`config.mk`:
```
export PLATFORM = sky130hd
export DESIGN_NAME = trajectory_arc_scorer_core
export DESIGN_NICKNAME = d
export VERILOG_FILES = /design/src/rtl/core/tas_pkg.sv /design/src/rtl/core/trajectory_arc_scorer_core.sv /design/src/rtl/core/tas_goal_unit.sv
export SDC_FILE = /design/constraint.sdc
export NUM_CORES = 2
export LEC_CHECK = 0
export ABC_AREA = 1
export ABC_CLOCK_PERIOD_IN_PS = 10440
export BUFFER_PORTS_ARGS = -buffer_cell sky130_fd_sc_hd__buf_4
export CAP_MARGIN = 10
export CORE_AREA = 2 2 423 425
export DETAILED_ROUTE_END_ITERATION = 8
export DIE_AREA = 0 0 425 427
export GPL_ROUTABILITY_DRIVEN = 0
export SYNTH_ARGS = -nofsm -noshare
export SYNTH_HDL_FRONTEND = slang
export SYNTH_SLANG_ARGS = --single-unit
```
`constraint.sdc`:
```
create_clock -name clk -period 10.44 [get_ports clk]
set_clock_uncertainty 0.05 [all_clocks]
set_input_delay 2.088 -clock clk [delete_from_list [all_inputs] [get_ports clk]]
set_output_delay 2.088 -clock clk [all_outputs]
set_load 0.005 [all_outputs]
```
`src/rtl/core/tas_pkg.sv`:
```
// ----------------------------------------------------------------------------
// Trajectory arc scorer package
// Shared payload types, register indexes, state encodings and the arctangent
// table for the arc scorer core.
// ----------------------------------------------------------------------------
package tas_pkg;

  localparam int COORD_W   = 24;
  localparam int SCORE_W   = 17;
  localparam int ARC_W     = 8;
  localparam int CFG_IDX_W = 4;
  localparam int ANG_W     = 26;
  localparam int TERM_W    = 17;

  localparam logic [ANG_W-1:0] DEG90  = 26'd5898240;
  localparam logic [ANG_W-1:0] DEG180 = 26'd11796480;

  typedef enum logic [CFG_IDX_W-1:0] {
    CFG_GOAL_DIVISOR = 4'd0,
    CFG_GOAL_COUNT   = 4'd1,
    CFG_GOAL0_X      = 4'd2,
    CFG_GOAL0_Y      = 4'd3,
    CFG_GOAL1_X      = 4'd4,
    CFG_GOAL1_Y      = 4'd5,
    CFG_GOAL2_X      = 4'd6,
    CFG_GOAL2_Y      = 4'd7
  } cfg_idx_t;

  typedef struct packed {
    logic signed [COORD_W-1:0] waypoint_x;
    logic signed [COORD_W-1:0] waypoint_y;
    logic                      waypoint_blocked;
    logic                      arc_end;
    logic                      batch_start;
  } in_t;

  typedef struct packed {
    logic [ARC_W-1:0]   arc_number;
    logic               arc_feasible;
    logic [SCORE_W-1:0] arc_score;
    logic               best_valid;
    logic [ARC_W-1:0]   best_arc;
    logic [SCORE_W-1:0] lead_score;
  } out_t;

  typedef enum logic [2:0] {
    S_IDLE,
    S_START,
    S_WAIT,
    S_DIV,
    S_OUT
  } core_state_t;

  typedef enum logic [2:0] {
    U_IDLE,
    U_MUL,
    U_NORM,
    U_ROT,
    U_DIV,
    U_SQRT,
    U_DONE
  } unit_state_t;

  // Arctangent of 2^-i in degrees, Q.16.
  function automatic logic [ANG_W-1:0] atan_q16(input logic [4:0] i);
    logic [ANG_W-1:0] v;
    case (i)
      5'd0:  v = 26'd2949120;
      5'd1:  v = 26'd1740967;
      5'd2:  v = 26'd919879;
      5'd3:  v = 26'd466945;
      5'd4:  v = 26'd234379;
      5'd5:  v = 26'd117304;
      5'd6:  v = 26'd58666;
      5'd7:  v = 26'd29335;
      5'd8:  v = 26'd14668;
      5'd9:  v = 26'd7334;
      5'd10: v = 26'd3667;
      5'd11: v = 26'd1833;
      5'd12: v = 26'd917;
      5'd13: v = 26'd458;
      5'd14: v = 26'd229;
      5'd15: v = 26'd115;
      5'd16: v = 26'd57;
      5'd17: v = 26'd29;
      5'd18: v = 26'd14;
      5'd19: v = 26'd7;
      5'd20: v = 26'd4;
      5'd21: v = 26'd2;
      5'd22: v = 26'd1;
      5'd23: v = 26'd1;
      default: v = '0;
    endcase
    return v;
  endfunction

endpackage

```
`src/rtl/core/trajectory_arc_scorer_core.sv`:
```
// ----------------------------------------------------------------------------
// Trajectory arc scorer core
// Scores candidate arcs against up to three goal directions and keeps the
// best feasible arc of the batch.
// ----------------------------------------------------------------------------
// Usage: waypoints arrive on the in_ channel as requests, one per cycle while
// the core is idle. A waypoint that does not end an arc updates only the
// feasibility flag of the current arc and, on a batch start, the batch tracking.
// A waypoint that ends an arc starts scoring. Each used goal runs through the
// goal unit: a start state, a serial dot and cross product, normalization,
// 24 CORDIC steps, a serial divide, a serial root and a done state; when
// either vector is zero the unit goes straight to the divide. The goal sum
// is then averaged in a serial divide and the result is loaded into the
// output register. An arc that is infeasible or uses no goal skips the goal
// unit and the divide. Each arc end yields one request on the out_ channel,
// held in an output register; further waypoints are accepted while it waits,
// and the next arc end waits for it to be taken. Reset clears the batch
// tracking, sets the divisor register to 3 and the goals to zero. The cfg_
// port is always ready.
// ----------------------------------------------------------------------------
module trajectory_arc_scorer_core #(
  parameter int MAX_ARCS  = 256,
  parameter int MAX_GOALS = 3
) (
  input  logic                                 clk,
  input  logic                                 rst_n,
  input  logic                                 in_valid,
  output logic                                 in_ready,
  input  tas_pkg::in_t                         in_data,
  output logic                                 out_valid,
  input  logic                                 out_ready,
  output tas_pkg::out_t                        out_data,
  input  logic                                 cfg_valid,
  output logic                                 cfg_ready,
  input  logic [tas_pkg::CFG_IDX_W-1:0]        cfg_index,
  input  logic [tas_pkg::COORD_W-1:0]          cfg_data
);

  localparam int ARC_LIMIT_I = (MAX_ARCS < 256 ? MAX_ARCS : 256) - 1;
  localparam logic [tas_pkg::ARC_W-1:0] ARC_LIMIT = tas_pkg::ARC_W'(ARC_LIMIT_I);
  localparam logic [1:0] GOAL_CAP = 2'(MAX_GOALS);
  localparam int SUM_W = 18;

  tas_pkg::core_state_t state_r, state_nxt;

  logic [1:0]                         gtu_r, gcnt_r;
  logic signed [tas_pkg::COORD_W-1:0] goal_x_r [3];
  logic signed [tas_pkg::COORD_W-1:0] goal_y_r [3];

  logic signed [tas_pkg::COORD_W-1:0] ex_r, ex_nxt, ey_r, ey_nxt;
  logic                        feas_r, feas_nxt;
  logic [1:0]                  g_r, g_nxt, m_r, m_nxt, rem_r, rem_nxt;
  logic [SUM_W-1:0]            sum_r, sum_nxt;
  logic [4:0]                  cnt_r, cnt_nxt;
  logic                        arc_clear_r, arc_clear_nxt;
  logic [tas_pkg::ARC_W-1:0]   arc_cnt_r, arc_cnt_nxt, best_arc_r, best_arc_nxt;
  logic [tas_pkg::SCORE_W-1:0] best_val_r, best_val_nxt;
  logic                        best_seen_r, best_seen_nxt;
  logic                        out_valid_r, out_valid_nxt;
  tas_pkg::out_t               out_r, out_nxt;

  logic       in_acc, out_free, unit_start, unit_done, take_best;
  logic [1:0] m_goals;
  logic [2:0] r3;
  logic       clear_now;
  logic [tas_pkg::TERM_W-1:0] unit_term;

  assign in_ready  = (state_r == tas_pkg::S_IDLE);
  assign in_acc    = in_valid && in_ready;
  assign out_free  = !out_valid_r || out_ready;
  assign cfg_ready = 1'b1;
  assign out_valid = out_valid_r;
  assign out_data  = out_r;

  // Goals actually used: the smallest of the divisor, goal_count and the cap.
  always_comb begin
    m_goals = (gtu_r < gcnt_r) ? gtu_r : gcnt_r;
    if (m_goals > GOAL_CAP) m_goals = GOAL_CAP;
  end

  always_ff @(posedge clk) begin
    if (!rst_n) begin
      gtu_r  <= 2'd3;
      gcnt_r <= 2'd0;
      for (int i = 0; i < 3; i++) begin
        goal_x_r[i] <= '0;
        goal_y_r[i] <= '0;
      end
    end else if (cfg_valid && cfg_ready) begin
      unique case (cfg_index)
        tas_pkg::CFG_GOAL_DIVISOR: gtu_r <= cfg_data[1:0];
        tas_pkg::CFG_GOAL_COUNT:   gcnt_r <= cfg_data[1:0];
        tas_pkg::CFG_GOAL0_X:      goal_x_r[0] <= cfg_data;
        tas_pkg::CFG_GOAL0_Y:      goal_y_r[0] <= cfg_data;
        tas_pkg::CFG_GOAL1_X:      goal_x_r[1] <= cfg_data;
        tas_pkg::CFG_GOAL1_Y:      goal_y_r[1] <= cfg_data;
        tas_pkg::CFG_GOAL2_X:      goal_x_r[2] <= cfg_data;
        tas_pkg::CFG_GOAL2_Y:      goal_y_r[2] <= cfg_data;
        default: ;
      endcase
    end
  end

  tas_goal_unit u_goal (
    .clk   (clk),
    .rst_n (rst_n),
    .start (unit_start),
    .ex    (ex_r),
    .ey    (ey_r),
    .gx    (goal_x_r[g_r]),
    .gy    (goal_y_r[g_r]),
    .done  (unit_done),
    .term  (unit_term)
  );

  // A batch start resets the feasibility flag to feasible before this waypoint counts.
  assign clear_now = (in_data.batch_start || arc_clear_r) && !in_data.waypoint_blocked;

  always_comb begin
    state_nxt = state_r;
    unique case (state_r)
      tas_pkg::S_IDLE: begin
        if (in_acc && in_data.arc_end) begin
          state_nxt = (clear_now && m_goals != 2'd0) ? tas_pkg::S_START : tas_pkg::S_OUT;
        end
      end
      tas_pkg::S_START: state_nxt = tas_pkg::S_WAIT;
      tas_pkg::S_WAIT: begin
        if (unit_done) begin
          state_nxt = (g_r + 2'd1 == m_r) ? tas_pkg::S_DIV : tas_pkg::S_START;
        end
      end
      tas_pkg::S_DIV:   if (cnt_r == 5'(SUM_W - 1)) state_nxt = tas_pkg::S_OUT;
      tas_pkg::S_OUT:   if (out_free) state_nxt = tas_pkg::S_IDLE;
      default:          state_nxt = tas_pkg::S_IDLE;
    endcase
  end

  always_comb begin
    unit_start = (state_r == tas_pkg::S_START);
  end

  always_comb begin
    ex_nxt = ex_r;  ey_nxt = ey_r;  feas_nxt = feas_r;  g_nxt = g_r;  m_nxt = m_r;
    sum_nxt = sum_r;  cnt_nxt = cnt_r;  rem_nxt = rem_r;
    arc_clear_nxt = arc_clear_r;  arc_cnt_nxt = arc_cnt_r;
    best_arc_nxt = best_arc_r;  best_val_nxt = best_val_r;  best_seen_nxt = best_seen_r;
    out_valid_nxt = out_valid_r && !out_ready;
    out_nxt = out_r;
    r3 = {rem_r, sum_r[SUM_W-1]};
    take_best = feas_r && (!best_seen_r || sum_r[tas_pkg::SCORE_W-1:0] > best_val_r);
    unique case (state_r)
      tas_pkg::S_IDLE: begin
        if (in_acc) begin
          if (in_data.batch_start) begin
            arc_cnt_nxt = '0;
            best_seen_nxt = 1'b0;
            best_val_nxt = '0;
            best_arc_nxt = '0;
          end
          arc_clear_nxt = in_data.arc_end ? 1'b1 : clear_now;
          ex_nxt = in_data.waypoint_x;
          ey_nxt = in_data.waypoint_y;
          feas_nxt = clear_now;
          g_nxt = '0;
          m_nxt = m_goals;
          sum_nxt = '0;
          cnt_nxt = '0;
          rem_nxt = '0;
        end
      end
      tas_pkg::S_WAIT: begin
        if (unit_done) begin
          sum_nxt = sum_r + SUM_W'(unit_term);
          g_nxt = g_r + 2'd1;
        end
      end
      tas_pkg::S_DIV: begin
        // Serial restoring divide of the goal sum by the divisor register.
        if (r3 >= {1'b0, gtu_r}) begin
          rem_nxt = 2'(r3 - {1'b0, gtu_r});
          sum_nxt = {sum_r[SUM_W-2:0], 1'b1};
        end else begin
          rem_nxt = r3[1:0];
          sum_nxt = {sum_r[SUM_W-2:0], 1'b0};
        end
        cnt_nxt = cnt_r + 5'd1;
      end
      tas_pkg::S_OUT: begin
        if (out_free) begin
          if (take_best) begin
            best_seen_nxt = 1'b1;
            best_val_nxt = sum_r[tas_pkg::SCORE_W-1:0];
            best_arc_nxt = arc_cnt_r;
          end
          out_nxt.arc_number   = arc_cnt_r;
          out_nxt.arc_feasible = feas_r;
          out_nxt.arc_score    = sum_r[tas_pkg::SCORE_W-1:0];
          out_nxt.best_valid   = take_best || best_seen_r;
          out_nxt.best_arc     = take_best ? arc_cnt_r : best_arc_r;
          out_nxt.lead_score   = take_best ? sum_r[tas_pkg::SCORE_W-1:0] : best_val_r;
          out_valid_nxt = 1'b1;
          if (arc_cnt_r < ARC_LIMIT) arc_cnt_nxt = arc_cnt_r + 1'b1;
        end
      end
      default: ;
    endcase
  end

  always_ff @(posedge clk) begin
    if (!rst_n) begin
      state_r     <= tas_pkg::S_IDLE;
      arc_clear_r <= 1'b1;
      arc_cnt_r   <= '0;
      best_arc_r  <= '0;
      best_val_r  <= '0;
      best_seen_r <= 1'b0;
      out_valid_r <= 1'b0;
    end else begin
      state_r     <= state_nxt;
      arc_clear_r <= arc_clear_nxt;
      arc_cnt_r   <= arc_cnt_nxt;
      best_arc_r  <= best_arc_nxt;
      best_val_r  <= best_val_nxt;
      best_seen_r <= best_seen_nxt;
      out_valid_r <= out_valid_nxt;
    end
    ex_r <= ex_nxt;  ey_r <= ey_nxt;  feas_r <= feas_nxt;  g_r <= g_nxt;  m_r <= m_nxt;
    sum_r <= sum_nxt;  cnt_r <= cnt_nxt;  rem_r <= rem_nxt;  out_r <= out_nxt;
  end

  // An infeasible arc always reports a zero score.
  ap_infeasible_zero: assert property (@(posedge clk) disable iff (!rst_n)
    (out_valid_r && !out_r.arc_feasible) |-> (out_r.arc_score == '0))
    else $error("infeasible arc reported a nonzero score");

  // The best score never falls below a feasible arc reported with it.
  ap_best_dominates: assert property (@(posedge clk) disable iff (!rst_n)
    (out_valid_r && out_r.arc_feasible) |-> (out_r.best_valid &&
                                             out_r.lead_score >= out_r.arc_score))
    else $error("best score below a feasible arc score");

  // Without a feasible arc in the batch the best fields stay cleared.
  ap_best_empty: assert property (@(posedge clk) disable iff (!rst_n)
    (out_valid_r && !out_r.best_valid) |-> (out_r.lead_score == '0 &&
                                            out_r.best_arc == '0))
    else $error("best fields set without a feasible arc");

  // The goal unit is only started with a goal index below the used count.
  ap_goal_index: assert property (@(posedge clk) disable iff (!rst_n)
    unit_start |-> (g_r < m_r))
    else $error("goal unit started beyond the used goals");

endmodule

```
`src/rtl/core/tas_goal_unit.sv`:
```
// ----------------------------------------------------------------------------
// Goal term unit
// Computes 1 - sqrt(theta / 200) in Q1.16 for one endpoint and one goal,
// with bit-serial products, CORDIC vectoring and bit-serial divide and root.
// ----------------------------------------------------------------------------
module tas_goal_unit (
  input  logic                                clk,
  input  logic                                rst_n,
  input  logic                                start,
  input  logic signed [tas_pkg::COORD_W-1:0]  ex,
  input  logic signed [tas_pkg::COORD_W-1:0]  ey,
  input  logic signed [tas_pkg::COORD_W-1:0]  gx,
  input  logic signed [tas_pkg::COORD_W-1:0]  gy,
  output logic                                done,
  output logic [tas_pkg::TERM_W-1:0]          term
);

  localparam int PW = 50;
  localparam int RW = 52;
  localparam int QW = 37;

  tas_pkg::unit_state_t state_r, state_nxt;
  logic [5:0]                  cnt_r, cnt_nxt;
  logic [tas_pkg::COORD_W-1:0] ea_r, ea_nxt, eb_r, eb_nxt;
  logic signed [PW-1:0]        gxs_r, gxs_nxt, gys_r, gys_nxt;
  logic signed [PW-1:0]        dot_r, dot_nxt, crs_r, crs_nxt;
  logic signed [RW-1:0]        x_r, x_nxt, y_r, y_nxt;
  logic signed [tas_pkg::ANG_W-1:0] z_r, z_nxt;
  logic                        dneg_r, dneg_nxt;
  logic [QW-1:0]               dvd_r, dvd_nxt;
  logic [4:0]                  rem_r, rem_nxt;
  logic [17:0]                 sqr_r, sqr_nxt;
  logic [15:0]                 root_r, root_nxt;

  logic signed [PW-1:0]  px, py, qx, qy;
  logic signed [RW-1:0]  sx, sy;
  logic [5:0]            r6;
  logic [19:0]           s20, trial;
  logic signed [tas_pkg::ANG_W-1:0] zc;
  logic [tas_pkg::ANG_W-1:0] theta;
  logic                  zero_vec, done_mul, done_rot, done_div, done_sqrt, under_scale;

  function automatic logic signed [RW-1:0] sra0(input logic signed [RW-1:0] v,
                                                input logic [4:0] k);
    logic signed [RW-1:0] r;
    if (v < 0) begin
      r = -((-v) >>> k);
    end else begin
      r = v >>> k;
    end
    return r;
  endfunction

  assign zero_vec    = ((ex == '0) && (ey == '0)) || ((gx == '0) && (gy == '0));
  assign done_mul    = (cnt_r == 6'd23);
  assign done_rot    = (cnt_r == 6'd23);
  assign done_div    = (cnt_r == 6'(QW - 1));
  assign done_sqrt   = (cnt_r == 6'd15);
  assign under_scale = (x_r[RW-1:47] == '0) && (y_r[RW-1:47] == '0);

  always_comb begin
    state_nxt = state_r;
    unique case (state_r)
      tas_pkg::U_IDLE: if (start) state_nxt = zero_vec ? tas_pkg::U_DIV : tas_pkg::U_MUL;
      tas_pkg::U_MUL:  if (done_mul) state_nxt = tas_pkg::U_NORM;
      tas_pkg::U_NORM: begin
        if (cnt_r == '0) begin
          if (dot_r == '0 && crs_r == '0) state_nxt = tas_pkg::U_DIV;
        end else if (!under_scale) begin
          state_nxt = tas_pkg::U_ROT;
        end
      end
      tas_pkg::U_ROT:  if (done_rot) state_nxt = tas_pkg::U_DIV;
      tas_pkg::U_DIV:  if (done_div) state_nxt = tas_pkg::U_SQRT;
      tas_pkg::U_SQRT: if (done_sqrt) state_nxt = tas_pkg::U_DONE;
      tas_pkg::U_DONE: state_nxt = tas_pkg::U_IDLE;
      default:         state_nxt = tas_pkg::U_IDLE;
    endcase
  end

  always_comb begin
    done = (state_r == tas_pkg::U_DONE);
    term = 17'd65536 - {1'b0, root_r};
  end

  always_comb begin
    cnt_nxt = cnt_r;  ea_nxt = ea_r;  eb_nxt = eb_r;
    gxs_nxt = gxs_r;  gys_nxt = gys_r;  dot_nxt = dot_r;  crs_nxt = crs_r;
    x_nxt = x_r;  y_nxt = y_r;  z_nxt = z_r;  dneg_nxt = dneg_r;
    dvd_nxt = dvd_r;  rem_nxt = rem_r;  sqr_nxt = sqr_r;  root_nxt = root_r;
    px = ea_r[0] ? gxs_r : '0;
    py = eb_r[0] ? gys_r : '0;
    qx = ea_r[0] ? gys_r : '0;
    qy = eb_r[0] ? gxs_r : '0;
    sx = sra0(x_r, cnt_r[4:0]);
    sy = sra0(y_r, cnt_r[4:0]);
    r6 = {rem_r, dvd_r[QW-1]};
    s20 = {sqr_r, dvd_r[31:30]};
    trial = {2'b00, root_r, 2'b01};
    zc = '0;
    theta = '0;
    unique case (state_r)
      tas_pkg::U_IDLE: begin
        cnt_nxt = '0;
        ea_nxt = ex;  eb_nxt = ey;
        gxs_nxt = PW'(gx);  gys_nxt = PW'(gy);
        dot_nxt = '0;  crs_nxt = '0;
        dvd_nxt = '0;  rem_nxt = '0;
      end
      tas_pkg::U_MUL: begin
        // The top bit of each endpoint coordinate carries negative weight.
        if (done_mul) begin
          dot_nxt = dot_r - (px + py);
          crs_nxt = crs_r - (qx - qy);
          cnt_nxt = '0;
        end else begin
          dot_nxt = dot_r + (px + py);
          crs_nxt = crs_r + (qx - qy);
          cnt_nxt = cnt_r + 6'd1;
        end
        ea_nxt = ea_r >> 1;
        eb_nxt = eb_r >> 1;
        gxs_nxt = gxs_r <<< 1;
        gys_nxt = gys_r <<< 1;
      end
      tas_pkg::U_NORM: begin
        if (cnt_r == '0) begin
          x_nxt = RW'(dot_r < 0 ? -dot_r : dot_r);
          y_nxt = RW'(crs_r < 0 ? -crs_r : crs_r);
          dneg_nxt = dot_r < 0;
          cnt_nxt = 6'd1;
        end else if (under_scale) begin
          x_nxt = x_r <<< 1;
          y_nxt = y_r <<< 1;
        end else begin
          cnt_nxt = '0;
          z_nxt = '0;
        end
      end
      tas_pkg::U_ROT: begin
        if (y_r >= 0) begin
          x_nxt = x_r + sy;
          y_nxt = y_r - sx;
          z_nxt = z_r + $signed(tas_pkg::atan_q16(cnt_r[4:0]));
        end else begin
          x_nxt = x_r - sy;
          y_nxt = y_r + sx;
          z_nxt = z_r - $signed(tas_pkg::atan_q16(cnt_r[4:0]));
        end
        if (z_nxt < 0) begin
          zc = '0;
        end else if (z_nxt > $signed(tas_pkg::DEG90)) begin
          zc = $signed(tas_pkg::DEG90);
        end else begin
          zc = z_nxt;
        end
        theta = dneg_r ? tas_pkg::DEG180 - $unsigned(zc) : $unsigned(zc);
        if (done_rot) begin
          cnt_nxt = '0;
          dvd_nxt = {theta[23:0], 13'd0};
          rem_nxt = '0;
        end else begin
          cnt_nxt = cnt_r + 6'd1;
        end
      end
      tas_pkg::U_DIV: begin
        // theta * 65536 / 200 taken as (theta << 13) / 25, one bit a cycle.
        if (r6 >= 6'd25) begin
          rem_nxt = 5'(r6 - 6'd25);
          dvd_nxt = {dvd_r[QW-2:0], 1'b1};
        end else begin
          rem_nxt = r6[4:0];
          dvd_nxt = {dvd_r[QW-2:0], 1'b0};
        end
        if (done_div) begin
          cnt_nxt = '0;
          sqr_nxt = '0;
          root_nxt = '0;
        end else begin
          cnt_nxt = cnt_r + 6'd1;
        end
      end
      tas_pkg::U_SQRT: begin
        if (s20 >= trial) begin
          sqr_nxt = 18'(s20 - trial);
          root_nxt = {root_r[14:0], 1'b1};
        end else begin
          sqr_nxt = s20[17:0];
          root_nxt = {root_r[14:0], 1'b0};
        end
        dvd_nxt = dvd_r << 2;
        cnt_nxt = cnt_r + 6'd1;
      end
      tas_pkg::U_DONE: cnt_nxt = '0;
      default: cnt_nxt = '0;
    endcase
  end

  always_ff @(posedge clk) begin
    if (!rst_n) begin
      state_r <= tas_pkg::U_IDLE;
      cnt_r <= '0;
    end else begin
      state_r <= state_nxt;
      cnt_r <= cnt_nxt;
    end
    ea_r <= ea_nxt;  eb_r <= eb_nxt;  gxs_r <= gxs_nxt;  gys_r <= gys_nxt;
    dot_r <= dot_nxt;  crs_r <= crs_nxt;  x_r <= x_nxt;  y_r <= y_nxt;
    z_r <= z_nxt;  dneg_r <= dneg_nxt;  dvd_r <= dvd_nxt;  rem_r <= rem_nxt;
    sqr_r <= sqr_nxt;  root_r <= root_nxt;
  end

  ap_term_range: assert property (@(posedge clk) disable iff (!rst_n)
    done |-> (term <= 17'd65536 && term != '0))
    else $error("goal term out of range");

  ap_done_pulse: assert property (@(posedge clk) disable iff (!rst_n)
    done |=> !done)
    else $error("goal unit done held for more than one cycle");

  ap_root_bound: assert property (@(posedge clk) disable iff (!rst_n)
    (state_r == tas_pkg::U_SQRT) |-> (root_r[15] == 1'b0 || cnt_r == 6'd0))
    else $error("square root grew beyond its range");

endmodule
```
==> run summary <==
The chip height was 427 um. Global routing consumed, on the met1 layer, 43.4% of the routing resources. Number of placed instances with taps included: 14310.

Worst endpoint required time: 10.82 ns. The tools report the Yosys warning count as 0. Compared with the post-synthesis result, the final layout area differs by 7.72%. The tool flagged a number of max-cap violations equal to 0.

Launch instance of the worst min-delay path: arc_cnt_r[5]. At the pin with the least slew margin, the transition time is 1.26 ns. The count of cells in the finished layout, fillers not included, comes to 14487. The count of pins on the block boundary was 139.

After the first detailed-routing iteration, the DRC count stood at 10023. A synthesized cell averages 6.64 sq um. On the critical path, the stage with the largest delay is an instance of buf_4.

The worst hold path belongs to the class reg -> reg. Derived from the worst setup path, the maximum achievable clock frequency is 0.110 GHz. Clock tree synthesis inserted a total of 93 buffers. The logs give 0 for the remaining global-route overflow and 40.3 nW for the leakage power. The average detailed-routed wire length per instance was 20.7 um; the vias per cell was 5.84.

Across all register-to-register paths, the minimum setup slack is 1.35 ns. The cell area after technology mapping came out at 80900 sq um. The run gives 0 as the count of endpoints failing hold in the final timing report. The largest single stage delay on the critical path is 0.78 ns. Summed over all failing endpoints, the final setup total negative slack is 0 ns.

The die is 425 um wide. In this run the post-CTS setup repair buffer count came out at 0. In this run, synthesis inferred 729 flip-flops with an integrated enable.

The most instantiated flip-flop cell in the synthesis netlist was edfxtp_1. Sorting the synthesized cells by area gives the leading types as edfxtp_1 27%, nand2_1 15%, nand3_1 7.2%, inv_1 6.6%, ha_1 6.3%. The insertion delay of the later-clocked pin in the worst-skew pair is 0.73 ns. In this run the tightest slew margin relative to its limit is 15.2%.

Number of sinks handled by clock tree synthesis: 805. TritonCTS built the clock tree. The first-pass GRT wire length is 455 mm. The worst register-to-register path begins at u_goal.cnt_r[2]. Synthesis produced a netlist with a net count of 12679.

The post-DP HPWL was 235 mm. The critical path launch point type was a register. The number of gates resized after CTS was 0. Setup repair after global routing left no endpoint under its margin. The data arrival time of the critical path is 9.47 ns.

Subtracting the final worst setup slack from the clock period gives 9.09 ns. The path type of the worst setup path is reg -> reg. After synthesis, the share of flip-flops with an asynchronous set or reset is 0%. The final routed wirelength across all metal layers came out at 299 mm. In the routed design, unresolved DRC markers number 0.

The hold buffer count at CTS was 0. Leaving out fill and tap cells, the most frequent cell in the layout is nand2_1. The top cell types in the final layout, fill and taps aside, are 3236 x nand2_1, 1421 x inv_1, 1195 x nor2_1, 1156 x nand3_1, 876 x o21ai_0. The power density over the cells was 308 nW/um^2; the count of H-tree levels built during CTS was 3. Row generation in the floorplan step produced 155 rows.

Buffer depth of the longest clock path: 3. The share of the synthesized area in the top cell type was 27.1%; the number of setup violations in the final report was 0. The ratio of final minimum period to clock period was 87.1%. The cell family with the largest share of critical-path delay was compound AO/OA/AOI/OAI gates. Summing over every cut layer, the via total after detailed routing is 84567.

The dominant cell type by area after synthesis was edfxtp_1. After synthesis the netlist holds a flip-flop and latch count of 805. The global-route usage over all layers was 31.8%; the fraction of met3 tracks used by global routing was 6.67%. The most used routing layer was met2. The tools report the part of the Yosys area used for sequential elements as 29.0%. Cells with a size suffix above 1 make up 5.84% of the layout. IR analysis of the VDD net gives a maximum drop of 0.000239 V. The cell sitting at the root of the clock tree is a clkbuf_16.

Tracing the worst setup path back leads to its startpoint at u_goal.cnt_r[2]. The net count of the finished layout is 12549. For the number of antenna violations at the first check in global routing, the log shows 5.

The cell with the most instances on the worst path was nand2_1. In this run the remaining antenna-violating nets after routing total 0. Clock-pin slew was measured on the worst setup and hold paths at 0.08 ns. The core region is 177000 sq um. The die covers 181000 sq um. The pre-antenna-repair detailed-routing pass consisted of 8 iterations.

After technology mapping, the gate count stands at 12181. Buffers placed on the I/O ports in this run total 137. Number of buffers and inverters on the critical path: 5.

The worst setup path is captured at a register. The run finished with clean final reports. The number of global-route vias before repair was 77442; the maximum number of pins on one net before global-route repair was 189. For this run, global-route usage on met2 was measured as 47.9%. Along the worst path, the maximum fanout reaches 64.

For the starting density of the core, the log shows 45.6%. The synthesized netlist contains 77 unique library cells. The number of slew-limit violations in the final report is 0.
-- metal layers --
layer	routed length, um	part of all wire [%]
met2	126000	42
met5	36	0.012
met1	127000	42
met3	30200	10
met4	16400	5.5
-- cells in the mapped netlist (66+ instances only) --
cell type  instances
o21a_1            72
xor2_1           307
ha_1             406
clkbuf_1         258
nand2_2           69
dfxtp_1           76
o21ai_0          881
nand4_1          179
buf_1             77
nor2_1          1202
nor3_1           132
nor2_2            66
xnor2_1          189
nand2_1         3238
edfxtp_1         729
buf_2             91
inv_1           1427
mux2i_1          126
nand3_1         1156
o22ai_1           71
a21oi_1          729
-- registers in the layout, summed over array words and instances, names as in the netlist, 16 cells and up, named ones only --
| name | cells |
|---|---|
| u_goal.dvd_r | 37 |
| u_goal.z_r | 26 |
| u_goal.gys_r | 50 |
| sum_r | 18 |
| u_goal.eb_r | 24 |
| u_goal.x_r | 52 |
| u_goal.y_r | 52 |
| ex_r | 24 |
| goal_x_r | 72 |
| goal_y_r | 72 |
| u_goal.gxs_r | 50 |
| u_goal.sqr_r | 18 |
| u_goal.dot_r | 50 |
| u_goal.root_r | 16 |
| u_goal.ea_r | 24 |
| ey_r | 24 |
| u_goal.crs_r | 50 |
| best_val_r | 17 |
| out_data | 52 |
-- through the flow --
step | power, mW | instance area (sq um) | hold WS [ns] | setup WS [ns] | util (%)
global placement | 22.7 | 83900 | 0.382 | 1.84 | 47.3
finish | 26.8 | 87100 | 0.397 | 1.35 | 49.1
detailed placement | 22.9 | 83900 | 0.390 | 1.80 | 47.3
global route | 29.2 | 87100 | 0.418 | 0.691 | 49.1
CTS | 26.6 | 87100 | 0.404 | 1.69 | 49.1
floorplan | 18.0 | 80900 | 0.358 | 3.18 | -
-- where the power goes --
part | total [mW] | leakage (nW) | switching (mW) | internal, mW
clock network | 3.50 | 1.55 | 1.48 | 2.02
registers | 5.41 | 7.93 | 0.770 | 4.64
logic | 17.9 | 30.9 | 12.4 | 5.55
total | 26.8 | 40.3 | 14.6 | 12.2
-- layout make-up --
cell class                      instances  area [sq um]
Sequential cell                       805         23400
Clock buffer                          111          2430
Clock inverter                         61           810
Multi-Input combinational cell       9475         50300
Antenna cell                            4          10.0
Timing Repair Buffer                  208          1650
Fill cell                           18097         90100
Tap cell                             2355          2950
Inverter                             1468          5530
-- cells by family (layout without fill, tap and decap cells) --
kind of cell               after synthesis  in the layout  share of synthesized area, %
and+or+nand+nor                       6265           6265                          33.5
AOI/OAI and AO/OA                     2168           2168                          15.1
buffers and inverters                 1901           1848                          9.00
DFF                                    805            805                          29.0
xor gates and xnor gates               496            496                          5.37
adders and majority gates              414            414                          6.48
muxes                                  131            131                          1.63
other                                    1              5                       0.00464
-- worst paths after layout --
path / to / cells past startpoint
worst min-delay path: out_data[49] / 0
worst max register to register: u_goal.y_r[49] / 39
worst min register to register: out_data[49] / 0
worst max-delay path: u_goal.y_r[49] / 39
No activity file was read; power rests on OpenSTA's default activity.
